===== src/rtl/gb5_pkg.sv =====
// Shared types, constants and helper functions for the 5x5 Gaussian blur.
// Used by the modules under rtl/ other than gb5_ram through scoped names; depends on nothing.
package gb5_pkg;

  // Geometry and arithmetic limits
  localparam int MAX_WIDTH   = 2048;
  localparam int MAX_HEIGHT  = 4096;
  localparam int WEIGHT_BITS = 16;
  localparam int KSIZE       = 5;
  localparam int HALF        = KSIZE / 2;

  // Field widths fixed by the stream and register formats
  localparam int PIX_W      = 8;
  localparam int WGT_W      = 16;
  localparam int FW_CFG_W   = 12;
  localparam int FH_CFG_W   = 13;
  localparam int CFG_IDX_W  = 3;
  localparam int CFG_DATA_W = 16;

  // Internal widths
  localparam int WID_W    = $clog2(MAX_WIDTH + 1);
  localparam int HGT_W    = $clog2(MAX_HEIGHT + 1);
  localparam int COL_W    = $clog2(MAX_WIDTH);
  localparam int ROW_W    = $clog2(MAX_HEIGHT);
  localparam int RC_W     = $clog2(HALF + 2);
  localparam int PROD_W   = PIX_W + WGT_W;
  localparam int COLSUM_W = PROD_W + $clog2(KSIZE);
  localparam int SUM_W    = PROD_W + $clog2(KSIZE * KSIZE);
  localparam int RSUM_W   = (SUM_W + 1 > WEIGHT_BITS + PIX_W + 1) ?
                            SUM_W + 1 : WEIGHT_BITS + PIX_W + 1;
  localparam int RF_W     = $clog2(KSIZE + 1);

  localparam logic [RSUM_W-1:0] ROUND_BIAS = RSUM_W'(1) << (WEIGHT_BITS - 1);

  // Output queue and result pipeline
  localparam int OUTQ_DEPTH  = 8;
  localparam int OUTQ_AW     = $clog2(OUTQ_DEPTH);
  localparam int OQ_CNT_W    = $clog2(OUTQ_DEPTH + 1);
  localparam int PIPE_DEPTH  = 5;
  localparam int OST_W       = $clog2(OUTQ_DEPTH + PIPE_DEPTH + 1);

  // Register reset values
  localparam int RST_FRAME_WIDTH  = 2048;
  localparam int RST_FRAME_HEIGHT = 2048;
  localparam int RST_WIDTH_EFF    = (RST_FRAME_WIDTH > MAX_WIDTH) ? MAX_WIDTH :
                                    RST_FRAME_WIDTH;
  localparam int RST_HEIGHT_EFF   = (RST_FRAME_HEIGHT > MAX_HEIGHT) ? MAX_HEIGHT :
                                    RST_FRAME_HEIGHT;

  // Weight classes, one per distinct offset pair
  localparam int NUM_WEIGHTS = 6;
  localparam int W_CENTER = 0;
  localparam int W_D1     = 1;
  localparam int W_DIAG1  = 2;
  localparam int W_D2     = 3;
  localparam int W_KNIGHT = 4;
  localparam int W_CORNER = 5;

  localparam logic [WGT_W-1:0] RST_WEIGHT [NUM_WEIGHTS] =
    '{16'd2674, 16'd2661, 16'd2648, 16'd2621, 16'd2608, 16'd2569};

  // class by |dy|, |dx|
  localparam int WCLASS [HALF+1][HALF+1] = '{
    '{W_CENTER, W_D1,     W_D2},
    '{W_D1,     W_DIAG1,  W_KNIGHT},
    '{W_D2,     W_KNIGHT, W_CORNER}
  };

  typedef enum logic [CFG_IDX_W-1:0] {
    REG_FRAME_WIDTH   = 3'd0,
    REG_FRAME_HEIGHT  = 3'd1,
    REG_WEIGHT_CENTER = 3'd2,
    REG_WEIGHT_D1     = 3'd3,
    REG_WEIGHT_DIAG1  = 3'd4,
    REG_WEIGHT_D2     = 3'd5,
    REG_WEIGHT_KNIGHT = 3'd6,
    REG_WEIGHT_CORNER = 3'd7
  } cfg_reg_e;

  typedef logic [PIX_W-1:0] sample_t;
  typedef logic [WGT_W-1:0] weight_t;
  typedef sample_t [KSIZE-1:0] column_t;
  typedef weight_t [KSIZE-1:0] weight_col_t;

  typedef struct packed {
    logic             shift;
    logic [KSIZE-1:0] tap_en;
  } cell_ctrl_t;

  typedef struct packed {
    logic    frame_end;
    sample_t blurred;
  } out_item_t;

  // Address bits of line store k, which must hold k rows plus the window span
  function automatic int line_aw(input int k);
    return $clog2(k * MAX_WIDTH + KSIZE);
  endfunction

  // Weight class of the window tap in row k, column j (distances taken from the centre)
  function automatic int tap_class(input int k, input int j);
    int a;
    int b;
    a = (k > HALF) ? k - HALF : HALF - k;
    b = (j > HALF) ? j - HALF : HALF - j;
    return WCLASS[a][b];
  endfunction

  localparam int PTR_W = line_aw(KSIZE - 1);

endpackage


===== src/rtl/gb5_cell.sv =====
// One column of the 5x5 window: holds five samples, passes them on to the
// next column on a shift, and forms the weighted column sum. Uses gb5_pkg.
module gb5_cell (
  input  logic                           clk,
  input  gb5_pkg::cell_ctrl_t            ctrl,
  input  gb5_pkg::weight_col_t           weight,
  input  gb5_pkg::column_t               col_in,
  output gb5_pkg::column_t               col_out,
  output logic [gb5_pkg::COLSUM_W-1:0]   col_sum
);

  gb5_pkg::column_t                  col;
  logic [gb5_pkg::PROD_W-1:0]        prod [gb5_pkg::KSIZE];
  logic [gb5_pkg::COLSUM_W-1:0]      sum_comb;

  assign col_out = col;

  always_ff @(posedge clk) begin
    if (ctrl.shift) begin
      col <= col_in;
    end
  end

  // taps outside the image contribute nothing
  always_ff @(posedge clk) begin
    for (int k = 0; k < gb5_pkg::KSIZE; k++) begin
      prod[k] <= ctrl.tap_en[k] ?
                 gb5_pkg::PROD_W'(col[k]) * gb5_pkg::PROD_W'(weight[k]) : '0;
    end
  end

  always_comb begin
    sum_comb = '0;
    for (int k = 0; k < gb5_pkg::KSIZE; k++) begin
      sum_comb = sum_comb + gb5_pkg::COLSUM_W'(prod[k]);
    end
  end

  always_ff @(posedge clk) begin
    col_sum <= sum_comb;
  end

endmodule


===== config.mk =====
export PLATFORM = sky130hd
export DESIGN_NAME = gb5_cell
export DESIGN_NICKNAME = d
export VERILOG_FILES = /design/src/rtl/gb5_pkg.sv /design/src/rtl/gb5_cell.sv
export SDC_FILE = /design/constraint.sdc
export NUM_CORES = 2
export LEC_CHECK = 0
export ABC_AREA = 1
export BUFFER_PORTS_ARGS = -buffer_cell sky130_fd_sc_hd__buf_2
export CORE_MARGIN = 10
export CORE_UTILIZATION = 60
export CTS_CLUSTER_DIAMETER = 100
export DETAILED_ROUTE_END_ITERATION = 6
export GPL_ROUTABILITY_DRIVEN = 0
export PLACE_DENSITY = 0.79
export SLEW_MARGIN = 10
export SYNTH_ARGS = -nofsm -noshare
export SYNTH_HDL_FRONTEND = slang
export SYNTH_SLANG_ARGS = --single-unit

===== constraint.sdc =====
create_clock -name clk -period 5.3 [get_ports clk]
set_clock_uncertainty 0.15 [all_clocks]
set_input_delay 0.265 -clock clk [delete_from_list [all_inputs] [get_ports clk]]
set_output_delay 0.265 -clock clk [all_outputs]
set_load 0.02 [all_outputs]

==> summary.txt <==
Number of CTS-inserted buffers -> 17
Worst Reg-to-Reg Cells -> 15
H-Tree Depth -> 4
Clock tree root buffer cell -> clkbuf_16
Largest family of logic cells by synthesized area -> adder cells
Post-Syn Nets -> 5,551
Initial Utilization -> 60.7%
Hold endpoint -> prod[4][1]
DR vias/cell -> 4.96
ANT nets after route -> 0
First DRT Iteration DRCs -> 1,763
Chip width -> 251 um
Hold path startpoint -> weight[65]
CP required -> 5.52 ns
Diode count -> 0
Core area -> 52,700 um^2
Count of unique library cells instantiated by Yosys -> 31
Clk sink count -> 187
# hold bufs at CTS -> 50
Worst-case clock buffer depth -> 2
FF-to-FF End -> prod[4][11]
Max cap viols -> 0
Pre-Repair DR Iteration Count -> 6
# resized after CTS -> 0
DR WL/cell -> 13.5 um
First-pass GRT wire length -> 128,000 um
Sequential share of the synthesized area -> 13.0%
Final hold vios -> 0
Worst slew pin tran -> 0.741 ns
Overflow after GRT -> 0
Max frequency -> 0.211 GHz
Minimum setup slack among reg-to-reg paths -> 0.57 ns
Synth warnings -> 0
Synth Area in XOR/XNOR -> 0.959%
CTS tree -> yes
Hold path cells -> 6
Vias in the first global route -> 27.6k
Hold Path Class -> input port to flip-flop
Slew margin rel. -> 50.6%
Largest net degree at the start of global routing -> 41
Nets -> 5,644
Kind of critical path -> flip-flop to flip-flop
Die span in y -> 251 um
Number of setup buffers added after CTS -> 0
Reg-to-reg startpoint -> col_out[34]
I/O Pins -> 194
Critical path arrival -> 4.95 ns
Unrepaired setup endpoints after global routing -> false
Die ar. -> 62,900 um^2
Syn Area/Cell -> 6.82 um^2
Syn Std Cell Area -> 32,000 um^2
Slew Limit Fails -> 0
Clock-pin slew on the worst setup and hold paths -> 0.08 ns
Initial antenna violation count -> 0
Setup TNS -> 0 ns
Num rows -> 84
Via Count -> 27.2k
Adder-Cell Fraction of Synth Area -> 39.9%
Area growth syn-to-layout -> 7.07%
Detailed Route WL -> 74,100 um
Critical Path Sink Type -> flip-flop
Layout cells sized above 1 -> 5.13%
Most common cell after layout, fill and taps aside -> nand2_1
Critical Path Source -> col_out[34]
# DRC -> 0
Fin crit share -> 89.3%
Commonest non-fill, non-tap cells in the layout -> nand2_1, inv_1, fa_1
Compound-Gate Fraction of Synth Area -> 4.19%
Final HPWL DP -> 61,400 um
Worst Path Max Fanout -> 17
Worst setup SP type -> flip-flop
Post-synthesis mux area share -> 0%
Simple-gate portion of the synthesized area -> 23.9%
Setup violators final -> 0
Synthesized flop and latch total -> 187
Buffers on Ports -> 193
Clk_lat worst skew -> 0.50 ns
Total GRT Usage -> 24.3%
Outcome -> finished clean
Minimum clock period -> 4.73 ns
Synth Instances -> 4,687
layout make-up:
cell class	count	area (um^2)
Clock buffer	19	453
Fill cell	4659	18400
Clock inverter	13	124
Tap cell	688	861
Timing Repair Buffer	244	1470
Sequential cell	187	4140
Multi-Input combinational cell	2964	22000
Inverter	1366	5130
through the flow:
| step | hold WS (ns) | area (um^2) | std cells | worst slack [ns] | util [%] |
|---|---|---|---|---|---|
| 2_1_floorplan | 0.214 | 32000 | 4687 | 0.887 | - |
| 3_3_place_gp | 0.291 | 33100 | 5399 | 0.701 | 62.9 |
| 3_5_place_dp | 0.293 | 33100 | 5399 | 0.643 | 62.9 |
| 4_1_cts | 0.109 | 34200 | 5481 | 0.575 | 65.0 |
| 5_1_grt | 0.190 | 34200 | 5481 | 0.390 | 65.0 |
| 6_report | 0.129 | 34200 | 5481 | 0.567 | 65.0 |
sequential cells by signal, summed over array words and instances (netlist names):
| signal | count |
|---|---|
| col_out | 40 |
| col_sum | 27 |
| prod | 120 |
worst max-delay path, stage by stage (launching register included):
cell and delay (ns):
edfxtp_1 0.79, nand2_1 0.21, fa_1 0.56, fa_1 0.56, inv_1 0.06, fa_1 0.48, inv_1 0.05, fa_1 0.47
inv_1 0.04, ha_1 0.34, nand2_1 0.10, nor2_1 0.18, nand2_1 0.08, nand2_1 0.13, o21ai_0 0.09, a21oi_1 0.32
layer usage:
metal  vias up  GRT usage (%)  part of all wire [%]
met1     12800           30.5                    42
met3       109           3.39                   5.5
met2       743           43.1                    50
met5         -              0                     0
met4         0           6.73                   1.9
li1      13600              -                     -
logic make-up after synthesis:
| kind of cell | after synthesis |
|---|---|
| buffers and inverters | 1536 |
| and+or+nand+nor | 1941 |
| xor gates and xnor gates | 35 |
| AOI/OAI and AO/OA | 251 |
| DFF | 187 |
| adders and majority gates | 737 |
worst max-delay path by stage:
stage                       end  slack [ns]  cells after the start
finish              prod[4][11]        0.57                     15
global route        prod[2][21]        0.39                     18
CTS                 prod[4][11]        0.58                     15
detailed placement  prod[4][11]        0.64                     15
global placement    prod[4][11]        0.70                     15
floorplan           prod[2][18]        0.89                     18
Yosys cell counts (all sizes together):
| master | count | area [um^2] |
|---|---|---|
| a21o | 1 | 7.51 |
| fa | 470 | 9410 |
| dfxtp | 147 | 2940 |
| nor3 | 16 | 85.1 |
| nand3 | 110 | 561 |
| nand3b | 9 | 67.6 |
| xor2 | 15 | 131 |
| o211ai | 2 | 15.0 |
| buf | 5 | 31.3 |
| o21a | 11 | 82.6 |
| inv | 1366 | 5130 |
| edfxtp | 40 | 1200 |
| o21bai | 15 | 116 |
| xnor2 | 20 | 175 |
| and2 | 8 | 50.1 |
| nand2 | 1489 | 5610 |
| o21ai | 52 | 268 |
| nand4 | 38 | 238 |
| nor2 | 270 | 1030 |
| or2 | 1 | 6.26 |
| ha | 267 | 3340 |
| a21oi | 170 | 851 |
| clkbuf | 165 | 619 |
Power is not shown: default switching activity piles up to over one toggle a cycle in this logic, so the estimate is an artifact.
