File: config.mk
export PLATFORM = sky130hd
export DESIGN_NAME = gb5_outq
export DESIGN_NICKNAME = d
export VERILOG_FILES = /design/src/rtl/gb5_pkg.sv /design/src/rtl/gb5_outq.sv
export SDC_FILE = /design/constraint.sdc
export NUM_CORES = 1
export LEC_CHECK = 0
export BUFFER_PORTS_ARGS = -buffer_cell sky130_fd_sc_hd__buf_2
export CAP_MARGIN = 20
export CORE_ASPECT_RATIO = 1.1
export CORE_MARGIN = 5
export CORE_UTILIZATION = 50
export CTS_BUF_LIST = sky130_fd_sc_hd__clkbuf_4 sky130_fd_sc_hd__clkbuf_8
export CTS_CLUSTER_SIZE = 10
export DETAILED_ROUTE_END_ITERATION = 6
export GPL_ROUTABILITY_DRIVEN = 0
export GPL_TIMING_DRIVEN = 0
export HOLD_SLACK_MARGIN = 0.02
export PLACE_DENSITY = 0.68
export SLEW_MARGIN = 20
export SYNTH_ARGS = -nofsm -noshare
export SYNTH_HDL_FRONTEND = slang
export SYNTH_SLANG_ARGS = --single-unit
File: constraint.sdc
create_clock -name clk -period 2.88 [get_ports clk]
set_input_delay 0.432 -clock clk [delete_from_list [all_inputs] [get_ports clk]]
set_output_delay 0.432 -clock clk [all_outputs]
set_load 0.02 [all_outputs]
File: src/rtl/gb5_pkg.sv
// Shared types, constants and helper functions for the 5x5 Gaussian blur.
// Used by the modules under rtl/ other than gb5_ram through scoped names; depends on nothing.
package gb5_pkg;

  // Geometry and arithmetic limits
  localparam int MAX_WIDTH   = 2048;
  localparam int MAX_HEIGHT  = 4096;
  localparam int WEIGHT_BITS = 16;
  localparam int KSIZE       = 5;
  localparam int HALF        = KSIZE / 2;

  // Field widths fixed by the stream and register formats
  localparam int PIX_W      = 8;
  localparam int WGT_W      = 16;
  localparam int FW_CFG_W   = 12;
  localparam int FH_CFG_W   = 13;
  localparam int CFG_IDX_W  = 3;
  localparam int CFG_DATA_W = 16;

  // Internal widths
  localparam int WID_W    = $clog2(MAX_WIDTH + 1);
  localparam int HGT_W    = $clog2(MAX_HEIGHT + 1);
  localparam int COL_W    = $clog2(MAX_WIDTH);
  localparam int ROW_W    = $clog2(MAX_HEIGHT);
  localparam int RC_W     = $clog2(HALF + 2);
  localparam int PROD_W   = PIX_W + WGT_W;
  localparam int COLSUM_W = PROD_W + $clog2(KSIZE);
  localparam int SUM_W    = PROD_W + $clog2(KSIZE * KSIZE);
  localparam int RSUM_W   = (SUM_W + 1 > WEIGHT_BITS + PIX_W + 1) ?
                            SUM_W + 1 : WEIGHT_BITS + PIX_W + 1;
  localparam int RF_W     = $clog2(KSIZE + 1);

  localparam logic [RSUM_W-1:0] ROUND_BIAS = RSUM_W'(1) << (WEIGHT_BITS - 1);

  // Output queue and result pipeline
  localparam int OUTQ_DEPTH  = 8;
  localparam int OUTQ_AW     = $clog2(OUTQ_DEPTH);
  localparam int OQ_CNT_W    = $clog2(OUTQ_DEPTH + 1);
  localparam int PIPE_DEPTH  = 5;
  localparam int OST_W       = $clog2(OUTQ_DEPTH + PIPE_DEPTH + 1);

  // Register reset values
  localparam int RST_FRAME_WIDTH  = 2048;
  localparam int RST_FRAME_HEIGHT = 2048;
  localparam int RST_WIDTH_EFF    = (RST_FRAME_WIDTH > MAX_WIDTH) ? MAX_WIDTH :
                                    RST_FRAME_WIDTH;
  localparam int RST_HEIGHT_EFF   = (RST_FRAME_HEIGHT > MAX_HEIGHT) ? MAX_HEIGHT :
                                    RST_FRAME_HEIGHT;

  // Weight classes, one per distinct offset pair
  localparam int NUM_WEIGHTS = 6;
  localparam int W_CENTER = 0;
  localparam int W_D1     = 1;
  localparam int W_DIAG1  = 2;
  localparam int W_D2     = 3;
  localparam int W_KNIGHT = 4;
  localparam int W_CORNER = 5;

  localparam logic [WGT_W-1:0] RST_WEIGHT [NUM_WEIGHTS] =
    '{16'd2674, 16'd2661, 16'd2648, 16'd2621, 16'd2608, 16'd2569};

  // class by |dy|, |dx|
  localparam int WCLASS [HALF+1][HALF+1] = '{
    '{W_CENTER, W_D1,     W_D2},
    '{W_D1,     W_DIAG1,  W_KNIGHT},
    '{W_D2,     W_KNIGHT, W_CORNER}
  };

  typedef enum logic [CFG_IDX_W-1:0] {
    REG_FRAME_WIDTH   = 3'd0,
    REG_FRAME_HEIGHT  = 3'd1,
    REG_WEIGHT_CENTER = 3'd2,
    REG_WEIGHT_D1     = 3'd3,
    REG_WEIGHT_DIAG1  = 3'd4,
    REG_WEIGHT_D2     = 3'd5,
    REG_WEIGHT_KNIGHT = 3'd6,
    REG_WEIGHT_CORNER = 3'd7
  } cfg_reg_e;

  typedef logic [PIX_W-1:0] sample_t;
  typedef logic [WGT_W-1:0] weight_t;
  typedef sample_t [KSIZE-1:0] column_t;
  typedef weight_t [KSIZE-1:0] weight_col_t;

  typedef struct packed {
    logic             shift;
    logic [KSIZE-1:0] tap_en;
  } cell_ctrl_t;

  typedef struct packed {
    logic    frame_end;
    sample_t blurred;
  } out_item_t;

  // Address bits of line store k, which must hold k rows plus the window span
  function automatic int line_aw(input int k);
    return $clog2(k * MAX_WIDTH + KSIZE);
  endfunction

  // Weight class of the window tap in row k, column j (distances taken from the centre)
  function automatic int tap_class(input int k, input int j);
    int a;
    int b;
    a = (k > HALF) ? k - HALF : HALF - k;
    b = (j > HALF) ? j - HALF : HALF - j;
    return WCLASS[a][b];
  endfunction

  localparam int PTR_W = line_aw(KSIZE - 1);

endpackage

File: src/rtl/gb5_outq.sv
// Small register queue that holds finished results until the sink takes them.
// Uses gb5_pkg for the item type and depth.
module gb5_outq (
  input  logic                            clk,
  input  logic                            rst,
  input  logic                            push,
  input  gb5_pkg::out_item_t              push_item,
  input  logic                            pop,
  output logic                            valid,
  output gb5_pkg::out_item_t              head,
  output logic [gb5_pkg::OQ_CNT_W-1:0]    count
);

  gb5_pkg::out_item_t              mem [gb5_pkg::OUTQ_DEPTH];
  logic [gb5_pkg::OUTQ_AW-1:0]     wr_ptr;
  logic [gb5_pkg::OUTQ_AW-1:0]     rd_ptr;
  logic                            do_pop;

  assign valid  = (count != '0);
  assign head   = mem[rd_ptr];
  assign do_pop = pop && valid;

  always_ff @(posedge clk) begin
    if (push) begin
      mem[wr_ptr] <= push_item;
    end
  end

  always_ff @(posedge clk) begin
    if (rst) begin
      wr_ptr <= '0;
      rd_ptr <= '0;
      count  <= '0;
    end else begin
      if (push) begin
        wr_ptr <= wr_ptr + 1'b1;
      end
      if (do_pop) begin
        rd_ptr <= rd_ptr + 1'b1;
      end
      if (push && !do_pop) begin
        count <= count + 1'b1;
      end else if (!push && do_pop) begin
        count <= count - 1'b1;
      end
    end
  end

endmodule

==> impl_metrics.ini <==
[outcome]
status = finished clean

[drt]
drc = 0
vias_per_cell = 5.698
drt_iter0_markers = 92
post_drt_wl_per_cell_um = 19.92
final_antenna_net_count = 0
via_count = 1698
drt_first_pass_iters = 4
wl_um = 5937

[timing]
report.final.slew_viol_count = 0
setup_viol = 0
relSlewSlack_pct = 26.20
fin_crit_ns = 2.678
rsz0062_at_grt = no
fmax_mhz = 373.4
skew_ns = 0.007058
tightest_slew_ns = 1.103
setup_tns_ns = 0
finalCritPeriodShare_pct = 92.99
hold_violations = 0

[flow_run]
maxCapViolCount = 0

[pwr]
p_leak_nw = 1.342
powerDensity_nw_per_um2 = 812.4
finalPower_mw = 3.116
ir_drop_v = 0.0006731

[clocking]
post_cts_resized = 0
cts_tree = yes
ctsHoldBuffers = 0
numCtsBuffers = 9
clk_latency_ns = 0.35
clk_path_buf_depth = 2
post-cts-setup-buffers = 0
cts.sinks = 85
clockRootBuffer = clkbuf_8
htree_levels = 3
clk_pin_slew_ns = 0.08

[placed_design]
io_buffers = 26
hpwl_um = 3954
dpl.cell_count = 282
place_area_um2 = 3643

[worst_setup_path]
arrival_ns = 2.92
cpMaxStageDelayCell = or4_4
critPathKind = flip-flop to flip-flop
critPathMostFrequentCell = ha_1
crit_path_end_kind = flip-flop
startpoint_type = flip-flop
cpPeakStageDelay_ns = 0.56
path_cells = or4_4, nand2_1, ha_1, inv_1, ha_1, a21oi_1, a211oi_1, a31oi_1, mux2_2
path_buf_inv = 1
crit_fanout = 5
required_ns = 3.12
critPathTopFamily = simple AND/OR/NAND/NOR gates

[grt]
grt_max_degree = 15
antenna_found_initial = 0
grt_pass1_wl_um = 9294
first_global_vias = 1750
overflow = 0
grt_util_all_layers_pct = 15.75

[layout]
fin_nets = 230
fin_area_um2 = 3835
stdcell_count = 298
multi_input_area_um2 = 925.9
area_growth_pct = 13.02
drive_gt1_share_pct = 27.31
fillers = 504
n_antenna_cell = 0
regArea_um2 = 2422
utilization_pct = 58.16

[yosys]
synth_area_um2 = 3393
ys_ff_latch = 85
ys_seq_area_share_pct = 71.39
syn_area_per_cell_um2 = 19.61
ys_warn_count = 0
synth_fp_nets = 192
synthCells = 173
synth.distinct_cells = 25

[floorplan]
start_util_pct = 51.46
fp.coreArea_um2 = 6594
fp.dieH_um = 96.40
die_x_um = 88.55
rows = 31
io_pins = 27
dieArea_um2 = 8536

[worst_hold_path]
hold_path_class = input port to flip-flop
==> logic make-up after synthesis <==
family | synth area share (%)
DFF | 71.39
and+or+nand+nor | 4.425
muxes | 17.85
buffers and inverters | 1.622
AOI/OAI and AO/OA | 0.9958
adders and majority gates | 2.434
xor gates and xnor gates | 1.291
==> flip-flops by register name, summed over array words and instances, names as in the netlist, named ones only <==
| register | count |
|---|---|
| count | 4 |
| mem | 72 |
| rd_ptr | 3 |
| wr_ptr | 3 |
==> where the power goes <==
| part | internal (mW) | leakage (nW) | total (mW) | switching [mW] |
|---|---|---|---|---|
| Combinational | 0.411 | 0.481 | 0.848 | 0.437 |
| Clock | 0.416 | 0.0999 | 0.812 | 0.396 |
| Sequential | 1.40 | 0.761 | 1.46 | 0.0529 |
==> cells in the final DEF, fill, tap and decap left out <==
| master | instances |
|---|---|
| nor3_2 | 2 |
| clkinv_2 | 3 |
| a31oi_1 | 1 |
| ha_1 | 5 |
| a211oi_1 | 1 |
| bufinv_16 | 1 |
| or4_4 | 1 |
| clkbuf_8 | 9 |
| nand3_1 | 3 |
| xor2_1 | 4 |
| buf_1 | 1 |
| clkinvlp_4 | 1 |
| mux2_2 | 10 |
| nand2_1 | 5 |
| buf_12 | 1 |
| buf_2 | 27 |
| fa_1 | 1 |
| buf_4 | 1 |
| nand2b_1 | 4 |
| mux2i_1 | 2 |
| dfxtp_1 | 13 |
| nor2_1 | 17 |
| buf_6 | 1 |
| mux4_1 | 18 |
| clkbuf_4 | 2 |
| a21oi_1 | 4 |
| nor2b_1 | 1 |
| edfxtp_1 | 72 |
| clkbuf_1 | 3 |
| inv_1 | 1 |
| xnor2_1 | 1 |
==> worst register-to-register path, cell delays in order (launching register included) <==
cell	delay [ns]
dfxtp_1	0.38
or4_4	0.56
nand2_1	0.17
ha_1	0.19
inv_1	0.10
ha_1	0.34
a21oi_1	0.22
a211oi_1	0.10
a31oi_1	0.17
mux2_2	0.35
==> per-stage QoR <==
stage               hold WS (ns)  worst slack [ns]
floorplan                 0.4541            0.3048
CTS                       0.3327            0.1770
finish                    0.3340            0.2019
global route              0.3395           0.07620
global placement          0.4628            0.3514
detailed placement        0.5018            0.2427
==> cell type report <==
class	instances	share of cell area, %
Buffer	7	1.338
Timing Repair Buffer	27	3.589
Sequential cell	85	63.16
Clock inverter	5	1.370
Multi-Input combinational cell	80	24.14
Inverter	1	0.09788
Clock buffer	11	3.622
Tap cell	82	2.675
==> cell usage after synthesis, drive strengths merged <==
cell type	instances	share of area (%)
buf	4	1.2
inv	1	0.11
fa	1	0.59
nand3	3	0.44
xor2	4	1.0
a21oi	4	0.59
clkbuf	3	0.33
mux2	10	3.3
dfxtp	13	7.7
mux4	18	14
mux2i	2	0.59
a31oi	1	0.18
nand2	5	0.55
edfxtp	72	64
xnor2	1	0.26
nor2b	1	0.18
nor3	2	0.29
a211oi	1	0.22
nand2b	4	0.74
nor2	17	1.9
ha	5	1.8
or4	1	0.33
==> per-layer routing <==
layer / wire length [um] / part of all wire [%] / GRT usage [%] / vias to the layer above
met3: 241 / 4.1 / 3.223 / 9
met1: 2493 / 42 / 18.43 / 880
met4: 127 / 2.1 / 9.320 / 0
met5: 0 / 0 / 0 / -
met2: 3075 / 52 / 26.75 / 37
li1: - / - / - / 772
==> final timing paths <==
kind / from / endpoint / slack (ns) / cells past startpoint
setup / recovery: count[0] / count[3] / 0.20 / 9
setup reg to reg: count[0] / count[3] / 0.20 / 9
hold reg to reg: rd_ptr[1] / flip-flop / 0.50 / 2
hold / removal: push_item[4] / mem[6][4] / 0.33 / 1
Note: power is estimated with default switching activity, not from simulation.
